===== src/rtl/tps_pkg.sv =====
// ----------------------------------------------------------------------------
// tps_pkg: shared definitions for the tapered polyline strip
// Widths, register codes, reset values and the queued item format.
// ----------------------------------------------------------------------------
package tps_pkg;

  localparam int COORD_W    = 24;
  localparam int DIFF_W     = COORD_W + 1;
  localparam int LEN_W      = 11;
  localparam int VNUM_W     = 11;
  localparam int THK_W      = 16;
  localparam int CFG_IDX_W  = 1;
  localparam int CFG_DATA_W = 16;
  localparam int K_W        = 16;
  localparam int TN_W       = THK_W + K_W + 2;
  localparam int DEN_W      = LEN_W + 1;

  localparam int DEF_MAX_POINTS   = 1024;
  localparam int DEF_QUEUE_DEPTH  = 4;

  localparam logic [THK_W-1:0] MIN_THK_RST = 16'd1024;
  localparam logic [THK_W-1:0] MAX_THK_RST = 16'd2048;

  localparam logic [CFG_IDX_W-1:0] REG_MIN_THK = 1'b0;
  localparam logic [CFG_IDX_W-1:0] REG_MAX_THK = 1'b1;

  // one classified point handed from front to back
  typedef struct packed {
    logic                     first;
    logic                     fin;
    logic signed [COORD_W-1:0] px;
    logic signed [COORD_W-1:0] py;
    logic signed [DIFF_W-1:0]  dx;
    logic signed [DIFF_W-1:0]  dy;
    logic [K_W-1:0]            k;
    logic [DEN_W-1:0]          den;
    logic [TN_W-1:0]           tnum;
  } tps_item_t;

endpackage


===== src/rtl/tps_in_if.sv =====
// ----------------------------------------------------------------------------
// tps_in_if: trail point channel
// Valid/ready channel carrying one trail point per beat.
// ----------------------------------------------------------------------------
interface tps_in_if;
  logic                               valid;
  logic                               ready;
  logic signed [tps_pkg::COORD_W-1:0] point_x;
  logic signed [tps_pkg::COORD_W-1:0] point_y;
  logic [tps_pkg::LEN_W-1:0]          path_length;
  logic                               final_point;

  modport source(output valid, point_x, point_y, path_length, final_point, input ready);
  modport sink(input valid, point_x, point_y, path_length, final_point, output ready);
endinterface


===== src/rtl/tps_front.sv =====
// ----------------------------------------------------------------------------
// tps_front: point intake and classification
// Tracks the trail, forms the direction difference and the thickness
// numerator, and pushes one item per accepted beat into the queue.
// ----------------------------------------------------------------------------
module tps_front #(
  parameter int MAX_POINTS = tps_pkg::DEF_MAX_POINTS
) (
  input  logic                         clk,
  input  logic                         rst_n,
  tps_in_if.sink                       in_ch,
  input  logic [tps_pkg::THK_W-1:0]    max_thk,
  input  logic                         q_full,
  output logic                         q_push,
  output tps_pkg::tps_item_t           q_item
);
  import tps_pkg::*;

  localparam int CNT_W = $clog2(MAX_POINTS);
  localparam int CMP_W = 18;
  localparam logic [CMP_W-1:0] N_MAX = CMP_W'(MAX_POINTS);
  localparam logic [CMP_W-1:0] K_LIM = CMP_W'(MAX_POINTS - 1);

  logic signed [COORD_W-1:0] prev_x_r, prev_y_r;
  logic [CNT_W-1:0]          count_r, count_nxt;
  logic [CMP_W-1:0]          n_wide, n_clamp;
  logic [K_W+1:0]            k_term;

  assign in_ch.ready = !q_full;
  assign q_push      = in_ch.valid && !q_full;

  // clamp path length into the supported range
  always_comb begin
    n_wide = CMP_W'(in_ch.path_length);
    if (n_wide < CMP_W'(2)) begin
      n_clamp = CMP_W'(2);
    end else if (n_wide > N_MAX) begin
      n_clamp = N_MAX;
    end else begin
      n_clamp = n_wide;
    end
  end

  // 4k-3 for the thickness ramp
  assign k_term = ((K_W+2)'(count_r) << 2) - (K_W+2)'(3);

  // item fields
  always_comb begin
    q_item.first = (count_r == '0);
    q_item.fin   = in_ch.final_point;
    q_item.px    = in_ch.point_x;
    q_item.py    = in_ch.point_y;
    q_item.dx    = DIFF_W'(in_ch.point_x) - DIFF_W'(prev_x_r);
    q_item.dy    = DIFF_W'(in_ch.point_y) - DIFF_W'(prev_y_r);
    q_item.k     = K_W'(count_r);
    q_item.den   = {n_clamp[LEN_W-1:0], 1'b0};
    q_item.tnum  = TN_W'(max_thk) * TN_W'(k_term);
  end

  // point counter, saturating near the end of a long trail
  always_comb begin
    count_nxt = count_r;
    if (q_push) begin
      if (in_ch.final_point) begin
        count_nxt = '0;
      end else if (CMP_W'(count_r) + CMP_W'(1) <= K_LIM) begin
        count_nxt = count_r + CNT_W'(1);
      end
    end
  end

  always_ff @(posedge clk) begin
    if (!rst_n) begin
      count_r  <= '0;
      prev_x_r <= '0;
      prev_y_r <= '0;
    end else begin
      count_r <= count_nxt;
      if (q_push) begin
        prev_x_r <= in_ch.point_x;
        prev_y_r <= in_ch.point_y;
      end
    end
  end

endmodule


===== src/flat_wrapper.sv =====
// flat-port wrapper written by rule: the top's interface ports become plain ports
module tps_front_flat import tps_pkg::*;
#(
  parameter int MAX_POINTS = tps_pkg::DEF_MAX_POINTS
)
  (clk, rst_n, max_thk, q_full, q_push, q_item, in_ch_valid, in_ch_point_x, in_ch_point_y, in_ch_path_length, in_ch_final_point, in_ch_ready);
  tps_in_if in_ch_i ();
  input  logic clk;
  input  logic rst_n;
  input  logic [tps_pkg::THK_W-1:0] max_thk;
  input  logic q_full;
  output logic q_push;
  output tps_pkg::tps_item_t q_item;
  input wire logic [$bits(in_ch_i.valid)-1:0] in_ch_valid;
  input wire logic [$bits(in_ch_i.point_x)-1:0] in_ch_point_x;
  input wire logic [$bits(in_ch_i.point_y)-1:0] in_ch_point_y;
  input wire logic [$bits(in_ch_i.path_length)-1:0] in_ch_path_length;
  input wire logic [$bits(in_ch_i.final_point)-1:0] in_ch_final_point;
  output wire logic [$bits(in_ch_i.ready)-1:0] in_ch_ready;
  assign in_ch_i.valid = in_ch_valid;
  assign in_ch_i.point_x = in_ch_point_x;
  assign in_ch_i.point_y = in_ch_point_y;
  assign in_ch_i.path_length = in_ch_path_length;
  assign in_ch_i.final_point = in_ch_final_point;
  assign in_ch_ready = in_ch_i.ready;
  tps_front #(.MAX_POINTS(MAX_POINTS)) u_core (.clk(clk), .rst_n(rst_n), .in_ch(in_ch_i), .max_thk(max_thk), .q_full(q_full), .q_push(q_push), .q_item(q_item));
endmodule

===== config.mk =====
export PLATFORM = sky130hd
export DESIGN_NAME = tps_front_flat
export DESIGN_NICKNAME = d
export VERILOG_FILES = /design/src/rtl/tps_pkg.sv /design/src/rtl/tps_in_if.sv /design/src/rtl/tps_front.sv /design/src/flat_wrapper.sv
export SDC_FILE = /design/constraint.sdc
export NUM_CORES = 1
export LEC_CHECK = 0
export BUFFER_PORTS_ARGS = -buffer_cell sky130_fd_sc_hd__buf_4
export CAP_MARGIN = 0
export CORE_MARGIN = 3
export CORE_UTILIZATION = 40
export DETAILED_ROUTE_END_ITERATION = 16
export PLACE_DENSITY_LB_ADDON = 0.05
export SYNTH_ARGS = -nofsm -noshare
export SYNTH_HDL_FRONTEND = slang
export SYNTH_SLANG_ARGS = --single-unit

===== constraint.sdc =====
create_clock -name clk -period 28.5 [get_ports clk]
set_input_delay 5.7 -clock clk [delete_from_list [all_inputs] [get_ports clk]]
set_output_delay 5.7 -clock clk [all_outputs]
set_load 0.01 [all_outputs]

* After elaboration in Yosys (flattened, before gate mapping)
Index checks and enable logic that the tools add are counted.
Word-level totals: bits in registers 58, input bits 80, output and inout bits 164, logic and storage cells 21
Operators by class: $add $sub $neg 5, multiply operators 1, $lt $le $gt $ge 3, muxes and demuxes 4, reductions and logical operators 5
Operators with widths (count):
- $sub A24 B24 Y25 | 2
- $mul A16 B18 Y34 | 1
- $mux W11 | 2
- $mux W10 | 2
- $le A18 B10 Y1 const B | 1
- $sub A12 B2 Y13 const B | 1
- $add A10 B1 Y11 const B | 1
- $gt A11 B11 Y1 const B | 1
- $lt A11 B2 Y1 const B | 1
- $add A10 B1 Y10 const B | 1
- $logic_not A10 Y1 | 1
- $reduce_and A2 Y1 | 1
- $reduce_bool A2 Y1 | 1
- $logic_and A1 B1 Y1 | 1
- $logic_not A1 Y1 | 1

* Longest topological paths before layout
depth in word-level cells 4, gate-level depth with buffers 29, mapped depth without buffers 27

* Worst setup path after synthesis
No wires, ideal clock.
kind input-to-output, start point in max_thk[2] (netlist bit), end point out q_item[32] (netlist bit), arrival 11.184 ns, data required time 22.800 ns, path slack 11.616 ns, stages on the path 21, path buffers 2, cells stage by stage clkbuf_1 -> nand2_1 -> fa_1 -> fa_1 -> inv_1 -> fa_1 -> fa_1 -> fa_1 -> inv_1 -> fa_1 -> inv_1 -> ha_1 -> clkbuf_1 -> nand4_1 -> a211oi_1 -> a221oi_2 -> o21ai_1 -> a21oi_1 -> o21ai_0 -> a21oi_1 -> xnor2_1
RTL lines:
- start, declared | line flat_wrapper.sv:10 | input logic [tps_pkg::THK_W-1:0] max_thk;
- end, declared | line flat_wrapper.sv:13 | output tps_pkg::tps_item_t q_item;

==> report_table.html <==
<table>
<tr><th>Metric</th><th>Value</th></tr>
<tr><th colspan="2">STA</th></tr>
<tr><td>Fmax</td><td>57.01 MHz</td></tr>
<tr><td># setup viols final</td><td>0</td></tr>
<tr><td>Worst-margin pin slew</td><td>0.9472 ns</td></tr>
<tr><td>RSZ-0062 raised after global routing</td><td>false</td></tr>
<tr><td>Post-route setup TNS</td><td>0 ns</td></tr>
<tr><td>Crit share post-route</td><td>0.6155</td></tr>
<tr><td>Worst Clk Skew</td><td>0.006434 ns</td></tr>
<tr><td>Total count of hold-check failures in the final report</td><td>0</td></tr>
<tr><td>Post-layout min period</td><td>17.54 ns</td></tr>
<tr><td>Max Slew Vio Count</td><td>0</td></tr>
<tr><td>Slew HR</td><td>0.3680</td></tr>
<tr><th colspan="2">Yosys</th></tr>
<tr><td>Number of synthesized register bits</td><td>58</td></tr>
<tr><td>Top post-synthesis cells by count</td><td>inv_1, nand2_1, fa_1, ha_1, and2_1</td></tr>
<tr><td>Distinct cell type count of the synthesized netlist</td><td>63</td></tr>
<tr><td>Share of async-settable or async-resettable flops after synthesis</td><td>0</td></tr>
<tr><td>Library cell with the largest summed area after synthesis</td><td>fa_1</td></tr>
<tr><td>Top post-synthesis cells by area</td><td>fa_1, ha_1, dfxtp_1</td></tr>
<tr><td>EDFF count, synth</td><td>0</td></tr>
<tr><td>Area share of the largest cell type after synthesis</td><td>0.2850</td></tr>
<tr><td>Mean cell area of the mapped netlist</td><td>8.225 µm²</td></tr>
<tr><td>Primary flip-flop cell chosen by synthesis mapping</td><td>dfxtp_1</td></tr>
<tr><td>Area of the mapped netlist</td><td>0.01377 mm²</td></tr>
<tr><td>Total of warnings raised by yosys</td><td>0</td></tr>
<tr><td>Most frequent cell after synthesis</td><td>inv_1</td></tr>
<tr><td>Synthesized instance count</td><td>1674</td></tr>
<tr><td>Post-synthesis sequential area ratio</td><td>0.08433</td></tr>
<tr><th colspan="2">Critical path</th></tr>
<tr><td>Worst setup EP type</td><td>output pin</td></tr>
<tr><td>Required time at the endpoint of the critical path</td><td>22.80 ns</td></tr>
<tr><td>Logic depth of the worst register-to-register path</td><td>9</td></tr>
<tr><td>Worst setup path startpoint</td><td>max_thk[6]</td></tr>
<tr><td>Destination of the worst register-to-register timing path</td><td>u_core.count_r[9]</td></tr>
<tr><td>Stages on the worst setup path</td><td>23</td></tr>
<tr><td>Worst Setup Start Kind</td><td>input pin</td></tr>
<tr><td>Peak per-stage delay on the critical path</td><td>0.55 ns</td></tr>
<tr><td>Family of cells with the greatest summed delay on the critical path</td><td>adder cells</td></tr>
<tr><td>Category of the most critical setup path</td><td>in -&gt; out</td></tr>
<tr><td>Worst path bufs/invs</td><td>8</td></tr>
<tr><td>Setup slack, reg-to-reg</td><td>26.16 ns</td></tr>
<tr><td>Critical path cell sequence</td><td>buf_4 -&gt; and2_1 -&gt; fa_1 -&gt; inv_1 -&gt; fa_1 -&gt; inv_1 -&gt; fa_1 -&gt; inv_1 -&gt; fa_1 -&gt; inv_1 -&gt; fa_1 -&gt; inv_1 -&gt; fa_1 -&gt; inv_1 -&gt; ha_1 -&gt; a211oi_1 -&gt; o211ai_1 -&gt; a41oi_1 -&gt; o21ai_1 -&gt; a311oi_1 -&gt; o21ai_1 -&gt; xor2_1 -&gt; buf_4</td></tr>
<tr><td>Peak fanout along the critical path</td><td>12</td></tr>
<tr><td>Slowest stage cell, crit path</td><td>fa_1</td></tr>
<tr><td>Reg-to-Reg Start</td><td>u_core.count_r[0]</td></tr>
<tr><td>Signal arrival time at the worst endpoint</td><td>11.84 ns</td></tr>
<tr><td>Critical Path Sink</td><td>q_item[30]</td></tr>
<tr><th colspan="2">Route</th></tr>
<tr><td>Detail-routed via count per cell</td><td>4.886</td></tr>
<tr><td>TritonRoute pass-1 iters</td><td>4</td></tr>
<tr><td>Initial detailed-routing violation count</td><td>376</td></tr>
<tr><td>Number of DRC violations after detailed routing</td><td>0</td></tr>
<tr><td>Overall routed net length</td><td>35960 µm</td></tr>
<tr><td>Post-DRT Antenna Nets</td><td>0</td></tr>
<tr><td>Overall via count from detail_route</td><td>11080</td></tr>
<tr><td>Mean routed wirelength per cell</td><td>15.86 µm</td></tr>
<tr><th colspan="2">Floorplanning</th></tr>
<tr><td>Area of the core</td><td>0.03370 mm²</td></tr>
<tr><td>Area enclosed by the die boundary</td><td>0.03668 mm²</td></tr>
<tr><td>Die outline width</td><td>191.5 µm</td></tr>
<tr><td>Number of core rows</td><td>67</td></tr>
<tr><td>Count of pins on the block boundary</td><td>244</td></tr>
<tr><td>Initial core utilization</td><td>0.4086</td></tr>
<tr><td>Die boundary height</td><td>191.5 µm</td></tr>
<tr><th colspan="2">Final layout</th></tr>
<tr><td>Share of post-route cells with drive strength above 1</td><td>0.1501</td></tr>
<tr><td>Synthesis-to-finish area growth</td><td>14.95%</td></tr>
<tr><td>NumNets Final</td><td>2256</td></tr>
<tr><td># fillers</td><td>3485</td></tr>
<tr><td>Antenna cells</td><td>0</td></tr>
<tr><th colspan="2">Hold path</th></tr>
<tr><td>Hold wc startpoint</td><td>u_core.prev_y_r[19]</td></tr>
<tr><td>Path class of the lowest-slack min-delay path</td><td>reg -&gt; reg</td></tr>
<tr><th colspan="2">Place</th></tr>
<tr><td>Final weighted congestion of routability-driven global placement</td><td>0.8712</td></tr>
<tr><td>Port Buffers</td><td>236</td></tr>
<tr><td>Half-perimeter wire length after placement</td><td>30400 µm</td></tr>
<tr><th colspan="2">Status</th></tr>
<tr><td>Result of the run</td><td>finished, final reports clean</td></tr>
<tr><th colspan="2">Clock network</th></tr>
<tr><td>H-Tree Depth</td><td>3</td></tr>
<tr><td>Insertion delay to the later sink of the worst-skew pair</td><td>0.33 ns</td></tr>
<tr><td>Number of hold buffers added after cts</td><td>0</td></tr>
<tr><td>Number of buffers inserted to repair setup after CTS</td><td>0</td></tr>
<tr><td>Maximum number of buffers from clock root to sink</td><td>2</td></tr>
<tr><td>CTS root buffer</td><td>clkbuf_16</td></tr>
<tr><td>Sinks on Clock Net</td><td>58</td></tr>
<tr><td>TritonCTS clock tree</td><td>done</td></tr>
<tr><td>Number of gates given a new drive strength after cts</td><td>0</td></tr>
<tr><td>Clock-pin slew on the worst setup and hold paths</td><td>0.05 ns</td></tr>
<tr><td>Number of buffers added by the clock tree synthesis step</td><td>9</td></tr>
<tr><th colspan="2">Global routing</th></tr>
<tr><td>GRT Resource Usage Total</td><td>0.2034</td></tr>
<tr><td>Number of global-route vias before repair</td><td>11230</td></tr>
<tr><td>Maximum number of pins on one net before global-route repair</td><td>53</td></tr>
<tr><td>Sum of overflow across all layers after global routing</td><td>0</td></tr>
<tr><td>Global-route wire length before repair</td><td>59690 µm</td></tr>
<tr><td>Number of antenna violations at the first check in global routing</td><td>0</td></tr>
<tr><th colspan="2">Flow run</th></tr>
<tr><td>Max-cap violations</td><td>0</td></tr>
</table>
-- logic make-up (layout without fill, tap and decap cells) --
| group | Yosys count | count (layout) | share of synthesized area |
|---|---|---|---|
| AND/OR/NAND/NOR | 466 | 466 | 0.1599 |
| buffers and inverters | 426 | 565 | 0.1322 |
| adder cells (fa/ha/maj) | 360 | 360 | 0.4340 |
| AO/OA/AOI/OAI | 277 | 277 | 0.1346 |
| XOR/XNOR | 86 | 86 | 0.05471 |
| flip-flops | 58 | 58 | 0.08433 |
| other | 1 | 7 | 0.0002724 |
-- cells in the final DEF (no fill, tap or decap), types with 20 or more instances in the layout --
cell type and instances:
inv_1 303, buf_4 247, nand2_1 217, fa_1 196
ha_1 164, and2_1 69, a21oi_1 68, nor2_1 60
dfxtp_1 58, xnor2_1 54, a21boi_0 50, nor2b_1 42
o21ai_0 41, a21o_1 40, xor2_1 31, nand3_1 20
-- worst min path at each step --
| stage | depth (start not counted) | slack (ns) | to |
|---|---|---|---|
| 6_report | 2 | 0.46 | u_core.prev_y_r[19] |
| 5_1_grt | 2 | 0.48 | u_core.prev_x_r[7] |
| 4_1_cts | 2 | 0.46 | u_core.prev_y_r[19] |
| 3_5_place_dp | 2 | 0.46 | u_core.prev_x_r[21] |
| 3_3_place_gp | 2 | 0.45 | u_core.prev_y_r[22] |
| 2_1_floorplan | 2 | 0.44 | u_core.prev_x_r[12] |
-- state kept, by name, indices dropped and copies added, names as in the netlist --
| name | flops |
|---|---|
| u_core.count_r | 10 |
| u_core.prev_x_r | 24 |
| u_core.prev_y_r | 24 |
-- worst min-delay path, stage by stage, from the launching register on --
cell and delay, ns:
dfxtp_1 0.30, nand2_1 0.05, a21boi_0 0.06
-- cell type report --
cell class,instances,area [µm²],share of cell area
clock inverters,3,40.04,0.002530
clock buffers,11,252.7,0.01597
repair buffers,247,1854,0.1172
flip-flops and latches,58,1161,0.07337
inverters,304,1141,0.07210
well taps,448,560.5,0.03542
multi-input cells,1196,10820,0.6835
-- per-layer routing --
metal	global-route usage	vias up	part of all wire
met5	0	-	0
met4	0.02879	0	0.0076
met3	0.02256	18	0.049
met2	0.3179	239	0.44
met1	0.3091	5327	0.51
li1	-	5493	-
-- per-stage QoR --
stage / area, µm² / cells / worst slack, ns / util / hold WS (ns)
floorplan: 13790 / 1680 / 11.62 / - / 0.4435
global placement: 15530 / 2253 / 10.99 / 0.4609 / 0.4515
detailed placement: 15530 / 2253 / 10.97 / 0.4609 / 0.4577
CTS: 15830 / 2267 / 10.92 / 0.4696 / 0.4645
global route: 15830 / 2267 / 10.47 / 0.4696 / 0.4796
finish: 15830 / 2267 / 10.96 / 0.4696 / 0.4594
Power is not shown: default switching activity piles up to over one toggle a cycle in this logic, so the estimate is an artifact.
