## src/rtl/tps_pkg.sv

```systemverilog
// ----------------------------------------------------------------------------
// tps_pkg: shared definitions for the tapered polyline strip
// Widths, register codes, reset values and the queued item format.
// ----------------------------------------------------------------------------
package tps_pkg;

  localparam int COORD_W    = 24;
  localparam int DIFF_W     = COORD_W + 1;
  localparam int LEN_W      = 11;
  localparam int VNUM_W     = 11;
  localparam int THK_W      = 16;
  localparam int CFG_IDX_W  = 1;
  localparam int CFG_DATA_W = 16;
  localparam int K_W        = 16;
  localparam int TN_W       = THK_W + K_W + 2;
  localparam int DEN_W      = LEN_W + 1;

  localparam int DEF_MAX_POINTS   = 1024;
  localparam int DEF_QUEUE_DEPTH  = 4;

  localparam logic [THK_W-1:0] MIN_THK_RST = 16'd1024;
  localparam logic [THK_W-1:0] MAX_THK_RST = 16'd2048;

  localparam logic [CFG_IDX_W-1:0] REG_MIN_THK = 1'b0;
  localparam logic [CFG_IDX_W-1:0] REG_MAX_THK = 1'b1;

  // one classified point handed from front to back
  typedef struct packed {
    logic                     first;
    logic                     fin;
    logic signed [COORD_W-1:0] px;
    logic signed [COORD_W-1:0] py;
    logic signed [DIFF_W-1:0]  dx;
    logic signed [DIFF_W-1:0]  dy;
    logic [K_W-1:0]            k;
    logic [DEN_W-1:0]          den;
    logic [TN_W-1:0]           tnum;
  } tps_item_t;

endpackage

```

## src/rtl/tps_queue.sv

```systemverilog
// ----------------------------------------------------------------------------
// tps_queue: item queue between front and back
// Small first-in first-out store of classified points.
// ----------------------------------------------------------------------------
module tps_queue #(
  parameter int DEPTH = tps_pkg::DEF_QUEUE_DEPTH
) (
  input  logic               clk,
  input  logic               rst_n,
  input  logic               push,
  input  tps_pkg::tps_item_t push_item,
  input  logic               pop,
  output tps_pkg::tps_item_t head,
  output logic               full,
  output logic               empty
);
  import tps_pkg::*;

  localparam int PTR_W = (DEPTH > 1) ? $clog2(DEPTH) : 1;
  localparam int CNT_W = $clog2(DEPTH + 1);

  tps_item_t        mem [DEPTH];
  logic [PTR_W-1:0] wr_ptr_r, rd_ptr_r;
  logic [CNT_W-1:0] fill_r;
  logic             do_push, do_pop;

  assign full    = (fill_r == CNT_W'(DEPTH));
  assign empty   = (fill_r == '0);
  assign do_push = push && !full;
  assign do_pop  = pop && !empty;
  assign head    = mem[rd_ptr_r];

  // storage
  always_ff @(posedge clk) begin
    if (do_push) begin
      mem[wr_ptr_r] <= push_item;
    end
  end

  // pointers and fill level
  always_ff @(posedge clk) begin
    if (!rst_n) begin
      wr_ptr_r <= '0;
      rd_ptr_r <= '0;
      fill_r   <= '0;
    end else begin
      if (do_push) begin
        wr_ptr_r <= (wr_ptr_r == PTR_W'(DEPTH - 1)) ? '0 : wr_ptr_r + PTR_W'(1);
      end
      if (do_pop) begin
        rd_ptr_r <= (rd_ptr_r == PTR_W'(DEPTH - 1)) ? '0 : rd_ptr_r + PTR_W'(1);
      end
      if (do_push && !do_pop) begin
        fill_r <= fill_r + CNT_W'(1);
      end else if (do_pop && !do_push) begin
        fill_r <= fill_r - CNT_W'(1);
      end
    end
  end

endmodule

```

## config.mk

```make
export PLATFORM = sky130hd
export DESIGN_NAME = tps_queue
export DESIGN_NICKNAME = d
export VERILOG_FILES = /design/src/rtl/tps_pkg.sv /design/src/rtl/tps_queue.sv
export SDC_FILE = /design/constraint.sdc
export NUM_CORES = 1
export LEC_CHECK = 0
export ABC_AREA = 1
export BUFFER_PORTS_ARGS = -buffer_cell sky130_fd_sc_hd__buf_2
export CAP_MARGIN = 30
export CORE_MARGIN = 3
export CORE_UTILIZATION = 42
export CTS_BUF_LIST = sky130_fd_sc_hd__clkbuf_8
export DETAILED_ROUTE_END_ITERATION = 6
export SETUP_SLACK_MARGIN = 0.02
export SKIP_CTS_REPAIR_TIMING = 1
export SLEW_MARGIN = 20
export SYNTH_ARGS = -nofsm -noshare
export SYNTH_HDL_FRONTEND = slang
export SYNTH_SLANG_ARGS = --single-unit
```

## constraint.sdc

```tcl
create_clock -name clk -period 9.2 [get_ports clk]
set_clock_uncertainty 0.1 [all_clocks]
set_input_delay 0.46 -clock clk [delete_from_list [all_inputs] [get_ports clk]]
set_output_delay 0.46 -clock clk [all_outputs]
set_load 0.02 [all_outputs]
```

After elaboration in Yosys (flattened, before gate mapping)
Memories as Yosys holds them, arrays and structs flattened. A register that Yosys moved wholly into a read port is not among the register bits.
Cells that the tools add are included.
Widths: inputs -> output; s select.
{"block": "op_classes", "n_eq_ne": 3, "mux": 8, "reduce_logical": 10, "add_sub_neg": 4}
{"operator": "$mux 2", "n": 4}
{"operator": "$mux 3", "n": 2}
{"operator": "$add 2x1->2 const B", "n": 2}
{"operator": "$eq 2x2->1 const B", "n": 2}
{"operator": "$logic_and 1x1->1", "n": 4}
{"operator": "$logic_not 1->1", "n": 4}
{"operator": "$add 3x1->3 const B", "n": 1}
{"operator": "$eq 3x3->1 const B", "n": 1}
{"operator": "$logic_not 3->1", "n": 1}
{"operator": "$sub 3x1->3 const B", "n": 1}
{"operator": "$mux 1", "n": 2}
{"operator": "$reduce_bool 2->1", "n": 1}
{"block": "totals", "mem_count": 1, "word_cells": 29, "output_inout_bits": 164, "ram_bits": 648, "reg_bits": 7}
{"memory": "mem", "depth": 4, "word_bits": 162, "rd": 1, "rd_ports_with_merged_regs": 1, "write_ports": 1, "line": "tps_queue.sv:22", "rtl": "tps_item_t mem [DEPTH];"}

Logic depth before layout (Yosys ltp)
Gate-level depths: netlist of run 1.
{"block": "logic_depth", "depth_word": 7, "ltp_mapped": 13, "depth_no_buf": 13}

Worst setup path before layout of run 1
Ideal clock, no wire load.
{"block": "synth_timing", "path_type": "register to register", "from": "register fill_r[1]", "to": "memory mem[0][0] (netlist name) (enable)", "slack_ps": 1003, "required_ps": 8414, "arrival_time_ps": 7410, "path_stages_with_launch": 5, "period_less_slack_ps": 8197, "cell_sequence": "dfxtp_1 > nor2_1 > nand2_1 > nand2_1 > nor2_1"}
{"block": "synth_via", "elab_chain_cells": 5}
{"element": "start: declaration", "line": "tps_queue.sv:24", "rtl": "logic [CNT_W-1:0] fill_r;"}
{"element": "start signal: assignment", "line": "tps_queue.sv:54", "rtl": "fill_r <= fill_r + CNT_W'(1);"}
{"element": "start signal: assignment", "line": "tps_queue.sv:56", "rtl": "fill_r <= fill_r - CNT_W'(1);"}
{"element": "$eq 3x3->1", "line": "tps_queue.sv:27", "rtl": "assign full = (fill_r == CNT_W'(DEPTH));"}
{"element": "$logic_not 1->1", "line": "tps_queue.sv:29", "rtl": "assign do_push = push && !full;"}
{"element": "$logic_and 1x1->1", "line": "tps_queue.sv:29"}
{"element": "$mux 1", "line": "tps_queue.sv:35", "rtl": "if (do_push) begin"}
{"element": "$mux 1 (not written as such)", "line": "tps_queue.sv:36", "rtl": "mem[wr_ptr_r] <= push_item;"}
{"element": "end: declaration", "line": "tps_queue.sv:22"}
No other way between the ends.

==> results of run 1 <==
[per-layer routing]
layer | track usage [%] | up-vias | part of all wire (%)
li1 | - | 7241 | -
met1 | 22.9 | 7605 | 43
met2 | 27.9 | 482 | 46
met3 | 6.95 | 102 | 8.4
met4 | 5.85 | 2 | 2.2
met5 | 0 | - | 0.023
[where the power goes]
part	leakage, nW	internal (mW)	switching (mW)
logic	3.61	0.732	1.80
registers	6.01	3.65	0.106
clock network	1.16	1.17	1.10
total	10.8	5.55	3.01
[metrics by stage]
step,cell area (um2),util (%)
floorplan,24600,-
global placement,26600,46.1
detailed placement,26700,46.1
CTS,28600,49.4
global route,30300,52.4
finish,30300,52.4
[cells by family (layout without fill, tap and decap cells)]
kind of cell	after synthesis	after routing	synth area share, %
adder cells (fa/ha/maj)	7	7	0.387
other	0	8	0
AO/OA/AOI/OAI	491	491	10.8
AND/OR/NAND/NOR	358	358	5.50
flip-flops	657	657	79.8
buffers and inverters	125	721	3.42
[Yosys cell counts (all sizes together)]
cell    count  share of area, %
edfxtp    648                79
nor2      339               5.2
o21ai     326               6.6
o22ai     162               4.1
clkbuf     55               1.0
buf        51               2.1
inv        19              0.34
nand2      15              0.23
dfxtp       9              0.73
ha          6              0.31
a21oi       3             0.061
nand3       2             0.041
fa          1             0.081
nand3b      1             0.031
nand4       1             0.025
[registers in the layout, indices dropped and copies added (netlist names), named ones only]
register  flops
fill_r        3
mem         648
rd_ptr_r      2
wr_ptr_r      2
[layout make-up]
class | instances | area (um2)
diodes | 8 | 20.0
clock inverters | 86 | 437
well taps | 765 | 957
multi-input cells | 856 | 4140
clock buffers | 108 | 1490
repair buffers | 508 | 3540
inverters | 19 | 86.3
fillers | 4880 | 27500
flip-flops and latches | 657 | 19600
[tightest hold or removal path: cells and delay by family]
kind | cells | cell delay (ps)
buf+inv | 1 | 70
simple gates | 3 | 290
[worst max path at each step]
stage,endpoint,depth (start not counted),slack (ps)
after floorplan,mem[0][0]$_DFFE_PP_,4,1000
after global placement,head[68],5,5540
after detailed placement,head[68],5,5580
after CTS,head[68],5,4810
after global routing,head[68],6,4830
final,head[68],6,5030
==> impl_metrics.py, run 1 <==
metrics = {
    "status": {
        "status": "completed",
    },
    "hold_path": {
        "worstHoldPathCells": 4,
        "min-delay-start": "pop",
        "hp-class": "input port to register",
    },
    "flow_run": {
        "maxCapViolCount": 0,
    },
    "logic_synthesis": {
        "synth_cells": 1638,
        "ys_types": 25,
        "avgSynthCellArea_um2": 15.0,
        "seq_area_frac_synth_pct": 79.8,
        "ys_ff_latch": 657,
        "yosys_warnings": 0,
        "netlist_area_um2": 24600,
        "synth_fp_nets": 1811,
    },
    "timing": {
        "fin_crit_ps": 4170,
        "drv_slew": 0,
        "finalHoldViolations": 0,
        "whs_ps": 111,
        "period_share_pct": 45.3,
        "worst_slack_ps": 5030,
        "setup_viol": 0,
        "fmax_mhz": 240,
        "tightest_slew_ps": 1060,
        "rsz0062_at_grt": "no",
        "maxSlewHeadroom_pct": 29.1,
        "tns_ps": 0,
    },
    "critical_path": {
        "path_cells": "inv_4 > buf_4 > buf_12 > o21ai_0 > o22ai_1 > buf_2",
        "worst-path-buf-inv": 4,
        "critPathArrivalTime_ps": 3610,
        "start_kind": "register",
        "r2r_slack_ps": 5780,
        "critPathMaxFanout": 79,
        "crit_family": "buffers and inverters",
        "worstPathRequired_ps": 8640,
        "cp-end-kind": "primary output",
        "critPathSlowestCell": "inv_4",
        "crit_type": "register to primary output",
        "rr_worst_depth": 6,
        "timing.rr.end": "mem[3][30]$_DFFE_PP_",
        "r2r-start": "fill_r[1]$_SDFFE_PN0P_",
        "crit_path_max_incr_delay_ps": 720,
    },
    "final_layout": {
        "instances_no_fill": 3007,
        "drive_gt1_share_pct": 21.3,
        "syn2layout_area_growth_pct": 23.2,
        "layout_commonest_cell": "edfxtp_1",
        "mostFrequentLayoutCells": "648 x edfxtp_1, 335 x nor2_1, 329 x buf_2, 302 x o21ai_0, 164 x dlygate4sd3_1",
        "layout.nets": 2321,
    },
    "route": {
        "wl_per_cell_um": 19.2,
        "vias_per_cell": 5.13,
        "dr.pass1.iters": 5,
        "antenna_left": 0,
        "wl_um": 57600,
        "drt_iter0_drc": 880,
        "drc": 0,
        "vias": 15432,
    },
    "global_routing": {
        "grt_max_degree": 231,
        "grt_pass1_vias": 14643,
        "grt-ovfl-total": 0,
        "grt_usage_pct": 17.8,
        "grt_first_pass_wirelength_um": 83500,
        "antenna_found_initial": 6,
    },
    "placement": {
        "placed_cells": 2638,
        "pre_cts_slack_ps": 5580,
        "dp_hpwl_um": 29300,
        "port-buffer-count": 329,
        "globalplace.congestion": 0.719,
    },
    "cts": {
        "numCtsBuffers": 106,
        "cts_root_buf": "clkbuf_8",
        "clkLatencyLatePin_ps": 660,
        "cts_htree_levels": 3,
        "cts_tree": "built",
        "cts_buffer_depth": 3,
        "clkTransAtPathRegs_ps": 60,
        "cts_sinks": 657,
    },
    "power_and_ir_drop": {
        "power.total_mw": 8.56,
        "vdd_drop_max_mv": 0.183,
        "p_leak_nw": 10.8,
        "power_density_nw_per_um2": 282,
    },
    "die": {
        "die-area_um2": 61500,
        "core-area_um2": 57800,
        "start_util_pct": 42.5,
        "rows": 88,
        "die_h_um": 248,
        "die_w_um": 248,
        "ios": 330,
    },
}
Power figures use the tool's default switching activity.
==> inputs of run 2 (changes only) <==
==> constraint.sdc (replaced) <==
create_clock -name clk -period 4.1 [get_ports clk]
set_clock_uncertainty 0.1 [all_clocks]
set_input_delay 0.205 -clock clk [delete_from_list [all_inputs] [get_ports clk]]
set_output_delay 0.205 -clock clk [all_outputs]
set_load 0.02 [all_outputs]
==> impl_metrics.py, run 2 (synthesis results as in run 1) <==
metrics = {
    "power_and_ir_drop": {
        "p_leak_nw": 10.8,
        "switching_share_pct": 35.1,
        "power.total_mw": 19.3,
        "power_density_nw_per_um2": 634,
        "pwr-share-clk_pct": 26.9,
        "p_seq_share_pct": 43.3,
        "vdd_drop_max_mv": 0.550,
        "switchingPower_mw": 6.79,
        "pwr-share-comb_pct": 29.8,
        "intPower_mw": 12.5,
    },
    "route": {
        "drt_iter0_drc": 950,
        "wl_um": 57100,
        "drc": 0,
        "vias": 15412,
        "wl_per_cell_um": 18.9,
        "antenna_left": 0,
        "dr.pass1.iters": 4,
        "vias_per_cell": 5.11,
    },
    "critical_path": {
        "worst-path-buf-inv": 3,
        "critPathMaxFanout": 58,
        "start_kind": "register",
        "crit_family": "buffers and inverters",
        "critPathArrivalTime_ps": 2690,
        "worstPathRequired_ps": 3800,
        "r2r_slack_ps": 1570,
        "critPathSlowestCell": "inv_4",
        "path_cells": "inv_4 > buf_12 > o21ai_0 > o22ai_1 > buf_2",
        "cp-end-kind": "primary output",
        "crit_type": "register to primary output",
        "crit_path_max_incr_delay_ps": 510,
    },
    "global_routing": {
        "grt_pass1_vias": 14979,
        "grtUsageMet3_pct": 6.89,
        "use_met2_pct": 29.0,
        "antenna_found_initial": 3,
        "grt-ovfl-total": 0,
        "use_met1_pct": 21.7,
        "grt_usage_pct": 17.7,
        "grt_first_pass_wirelength_um": 83400,
        "grt_busiest_layer": "met2",
        "grt_max_degree": 198,
    },
    "final_layout": {
        "instances_no_fill": 3014,
        "layout_commonest_cell": "edfxtp_1",
        "fin_util_pct": 52.7,
        "largest_reg_flops": 648,
        "syn2layout_area_growth_pct": 23.9,
        "final.fill_count": 4904,
        "mostFrequentLayoutCells": "648 x edfxtp_1, 335 x nor2_1, 329 x buf_2, 302 x o21ai_0, 167 x dlygate4sd3_1",
        "reg_top3": "mem (648), fill_r (3)",
        "drive_gt1_share_pct": 22.0,
        "layout.nets": 2334,
        "top_register": "mem",
    },
    "timing": {
        "period_share_pct": 73.0,
        "fin_crit_ps": 2990,
        "fmax_mhz": 334,
        "maxSlewHeadroom_pct": 39.2,
        "tns_ps": 0,
        "drv_slew": 0,
        "finalHoldViolations": 0,
        "tightest_slew_ps": 910,
        "rsz0062_at_grt": "no",
        "setup_viol": 0,
    },
    "cts": {
        "cts_tree": "built",
        "clkTransAtPathRegs_ps": 60,
        "cts_htree_levels": 3,
        "cts_buffer_depth": 3,
        "cts_root_buf": "clkbuf_8",
        "cts_sinks": 657,
        "clkLatencyLatePin_ps": 690,
        "numCtsBuffers": 106,
    },
    "die": {
        "die_h_um": 248,
        "core-area_um2": 57800,
        "rows": 88,
        "ios": 330,
        "start_util_pct": 42.5,
        "die_w_um": 248,
        "die-area_um2": 61500,
    },
    "placement": {
        "dp_hpwl_um": 30500,
        "port-buffer-count": 329,
        "placed_cells": 2651,
        "globalplace.congestion": 0.749,
    },
    "flow_run": {
        "maxCapViolCount": 0,
    },
    "hold_path": {
        "hp-class": "input port to register",
    },
    "status": {
        "status": "completed",
    },
}
[run 2: changes by cell type in the layout (fill, tap and decap cells not counted)]
cell | previous run | this run
bufinv_16 | 3 | 4
inv_1 | 66 | 45
buf_12 | 6 | 14
diode_2 | 8 | 3
clkbuf_8 | 108 | 106
clkinvlp_4 | 2 | 3
buf_4 | 6 | 11
buf_16 | 3 | 0
dlygate4sd3_1 | 164 | 167
clkinv_1 | 23 | 35
clkinv_2 | 6 | 12
clkinv_8 | 0 | 1
inv_6 | 1 | 2
[run 2: worst reg2reg max path, delay by kind of cell, from the launching register on]
kind	cells	cell delay (ps)
buffers and inverters	1	380
flip-flops	1	380
AND/OR/NAND/NOR	4	1320
[run 2: final cells by class]
type	instances	area [um2]	area share [%]
diodes	3	7.51	0.0246
clock buffers	106	1460	4.79
clock inverters	87	495	1.63
inverters	19	86.3	0.283
multi-input cells	856	4140	13.6
flip-flops and latches	657	19600	64.5
well taps	765	957	3.14
repair buffers	521	3680	12.1
[run 2: final timing paths]
path | start | to | depth (start not counted)
max | register | head[61] | 5
min | push_item[27] | mem[3][27]$_DFFE_PP_ | 2
max reg2reg | fill_r[1]$_SDFFE_PN0P_ | mem[2][121]$_DFFE_PP_ | 5
min reg2reg | fill_r[0]$_SDFFE_PN0P_ | fill_r[0]$_SDFFE_PN0P_ | 2
[run 2: per-layer routing]
metal | up-vias | part of all wire (%)
met3 | 77 | 8.6
met2 | 447 | 48
met4 | 4 | 1.7
met5 | - | 0.047
met1 | 7625 | 42
li1 | 7259 | -
[run 2: through the flow]
step / setup slack [ps] / hold slack [ps] / cell area, um2
final: 1110 / 162 / 30500
after global routing: 843 / 123 / 30500
after CTS: 937 / -461 / 28800
after detailed placement: 1520 / 321 / 26800
after global placement: 1580 / 315 / 26800
after floorplan: -1400 / 204 / 24600
[run 2: power groups by stage]
stage | Combinational, mW | Clock [mW] | Sequential, mW
after floorplan | 3.78 | 0 | 8.53
after global placement | 5.61 | 0 | 8.48
after detailed placement | 5.68 | 0 | 8.50
after CTS | 5.70 | 5.36 | 8.36
after global routing | 6.31 | 5.66 | 8.41
final | 5.76 | 5.20 | 8.36
==> inputs of run 3 (changes only) <==
==> constraint.sdc (replaced) <==
create_clock -name clk -period 3 [get_ports clk]
set_clock_uncertainty 0.1 [all_clocks]
set_input_delay 0.15 -clock clk [delete_from_list [all_inputs] [get_ports clk]]
set_output_delay 0.15 -clock clk [all_outputs]
set_load 0.02 [all_outputs]
==> impl_metrics.py, run 3 (synthesis results as in run 1) <==
metrics = {
    "power_and_ir_drop": {
        "power.total_mw": 26.6,
        "vdd_drop_max_mv": 0.733,
        "p_seq_share_pct": 43.0,
        "pwr-share-clk_pct": 26.6,
        "intPower_mw": 17.2,
        "switchingPower_mw": 9.42,
        "power_density_nw_per_um2": 869,
        "p_leak_nw": 10.9,
        "pwr-share-comb_pct": 30.4,
        "switching_share_pct": 35.4,
    },
    "timing": {
        "whs_ps": 111,
        "tightest_slew_ps": 667,
        "period_share_pct": 92.4,
        "setup_viol": 0,
        "tns_ps": 0,
        "fmax_mhz": 361,
        "maxSlewHeadroom_pct": 55.6,
        "drv_slew": 0,
        "worst_slack_ps": 229,
        "fin_crit_ps": 2770,
        "finalHoldViolations": 0,
        "rsz0062_at_grt": "no",
    },
    "status": {
        "status": "completed",
    },
    "route": {
        "wl_um": 58900,
        "antenna_left": 0,
        "vias": 15578,
        "highest_layer": "met5",
        "drc": 0,
        "vias_per_cell": 5.16,
        "wl_per_cell_um": 19.5,
        "wirelength_met1_um": 25400,
        "dr.pass1.iters": 7,
        "drt_iter0_drc": 983,
        "wl_met3_um": 4990,
        "wl_met2_um": 27200,
    },
    "critical_path": {
        "r2r_slack_ps": 650,
        "start_kind": "register",
        "critPathMaxFanout": 100,
        "worstPathRequired_ps": 2750,
        "crit_type": "register to primary output",
        "r2r-start": "wr_ptr_r[0]$_SDFFE_PN0P_",
        "path_cells": "buf_12 > o21ai_0 > o22ai_1 > buf_2",
        "critPathArrivalTime_ps": 2520,
        "rr_worst_depth": 7,
        "critPathSlowestCell": "dfxtp_4",
        "timing.rr.end": "wr_ptr_r[1]$_SDFFE_PN0P_",
        "crit_path_max_incr_delay_ps": 620,
        "cp-end-kind": "primary output",
    },
    "hold_path": {
        "hp-class": "input port to register",
        "worstHoldPathCells": 2,
        "min-delay-start": "push_item[62]",
        "min_to": "mem[3][62]$_DFFE_PP_",
    },
    "placement": {
        "port-buffer-count": 329,
        "pre_cts_slack_ps": 862,
        "dp_hpwl_um": 31500,
        "dpl_cell_area_um2": 26900,
        "globalplace.congestion": 0.786,
        "placed_cells": 2655,
    },
    "final_layout": {
        "syn2layout_area_growth_pct": 24.4,
        "mostFrequentLayoutCells": "648 x edfxtp_1, 334 x nor2_1, 329 x buf_2, 302 x o21ai_0, 167 x dlygate4sd3_1",
        "drive_gt1_share_pct": 22.1,
        "layout.nets": 2339,
        "final_area_um2": 30600,
        "reg_top3": "mem (648), fill_r (3)",
        "top_register": "mem",
        "largest_reg_flops": 648,
        "register_area_um2": 19600,
        "multiInputGateArea_um2": 4160,
        "instances_no_fill": 3020,
        "layout_commonest_cell": "edfxtp_1",
        "final.fill_count": 4815,
        "fin_util_pct": 52.9,
    },
    "global_routing": {
        "antenna_found_initial": 7,
        "grt_pass1_vias": 14773,
        "grt-ovfl-total": 0,
        "grt_max_degree": 141,
        "grt_usage_pct": 18.0,
        "grt_first_pass_wirelength_um": 84400,
    },
    "die": {
        "die-area_um2": 61500,
        "rows": 88,
        "core-area_um2": 57800,
        "start_util_pct": 42.5,
        "die_w_um": 248,
        "ios": 330,
        "die_h_um": 248,
    },
    "cts": {
        "cts_tree": "built",
        "cts_root_buf": "clkbuf_8",
        "cts_htree_levels": 3,
        "clkLatencyLatePin_ps": 680,
        "clkTransAtPathRegs_ps": 60,
        "numCtsBuffers": 106,
        "cts_buffer_depth": 3,
        "cts_sinks": 657,
    },
    "flow_run": {
        "maxCapViolCount": 0,
    },
}
==> run 3: power by group through the flow <==
stage                     Combinational, mW  Sequential, mW  Clock [mW]
final                                  8.08            11.4        7.08
after global routing                   8.78            11.5        7.71
after CTS                              7.93            11.4        7.31
after detailed placement               7.90            11.6           0
after global placement                 7.81            11.6           0
after floorplan                        5.18            11.6           0
==> run 3: worst max path at each step <==
stage	startpoint	end	slack, ps	cells after the start
global route	register	head[91]	30	4
global placement	register	head[152]	890	5
CTS	register	head[152]	50	5
floorplan	fill_r[1]$_SDFFE_PN0P_	mem[0][0]$_DFFE_PP_	-560	4
detailed placement	register	head[152]	860	5
finish	register	head[57]	230	4
==> run 3: worst max-delay path, delay by kind of cell (launching register included) <==
family / cells / cell delay (ps)
compound gates: 2 / 480
flops: 1 / 620
buf+inv: 2 / 630
==> run 3: per-layer routing <==
| layer | track usage [%] | up-vias |
|---|---|---|
| met2 | 27.8 | 483 |
| met1 | 23.3 | 7706 |
| li1 | - | 7279 |
| met5 | 0 | - |
| met3 | 7.39 | 102 |
| met4 | 5.90 | 8 |
==> run 3: layout make-up <==
| type | instances | area share [%] |
|---|---|---|
| inverter | 19 | 0.294 |
| clock buffer | 108 | 4.86 |
| tap | 765 | 3.13 |
| clock inverter | 86 | 1.50 |
| sequential | 657 | 64.2 |
| multi-input combinational | 856 | 13.6 |
| timing repair buffer | 526 | 12.4 |
| antenna | 3 | 0.0245 |
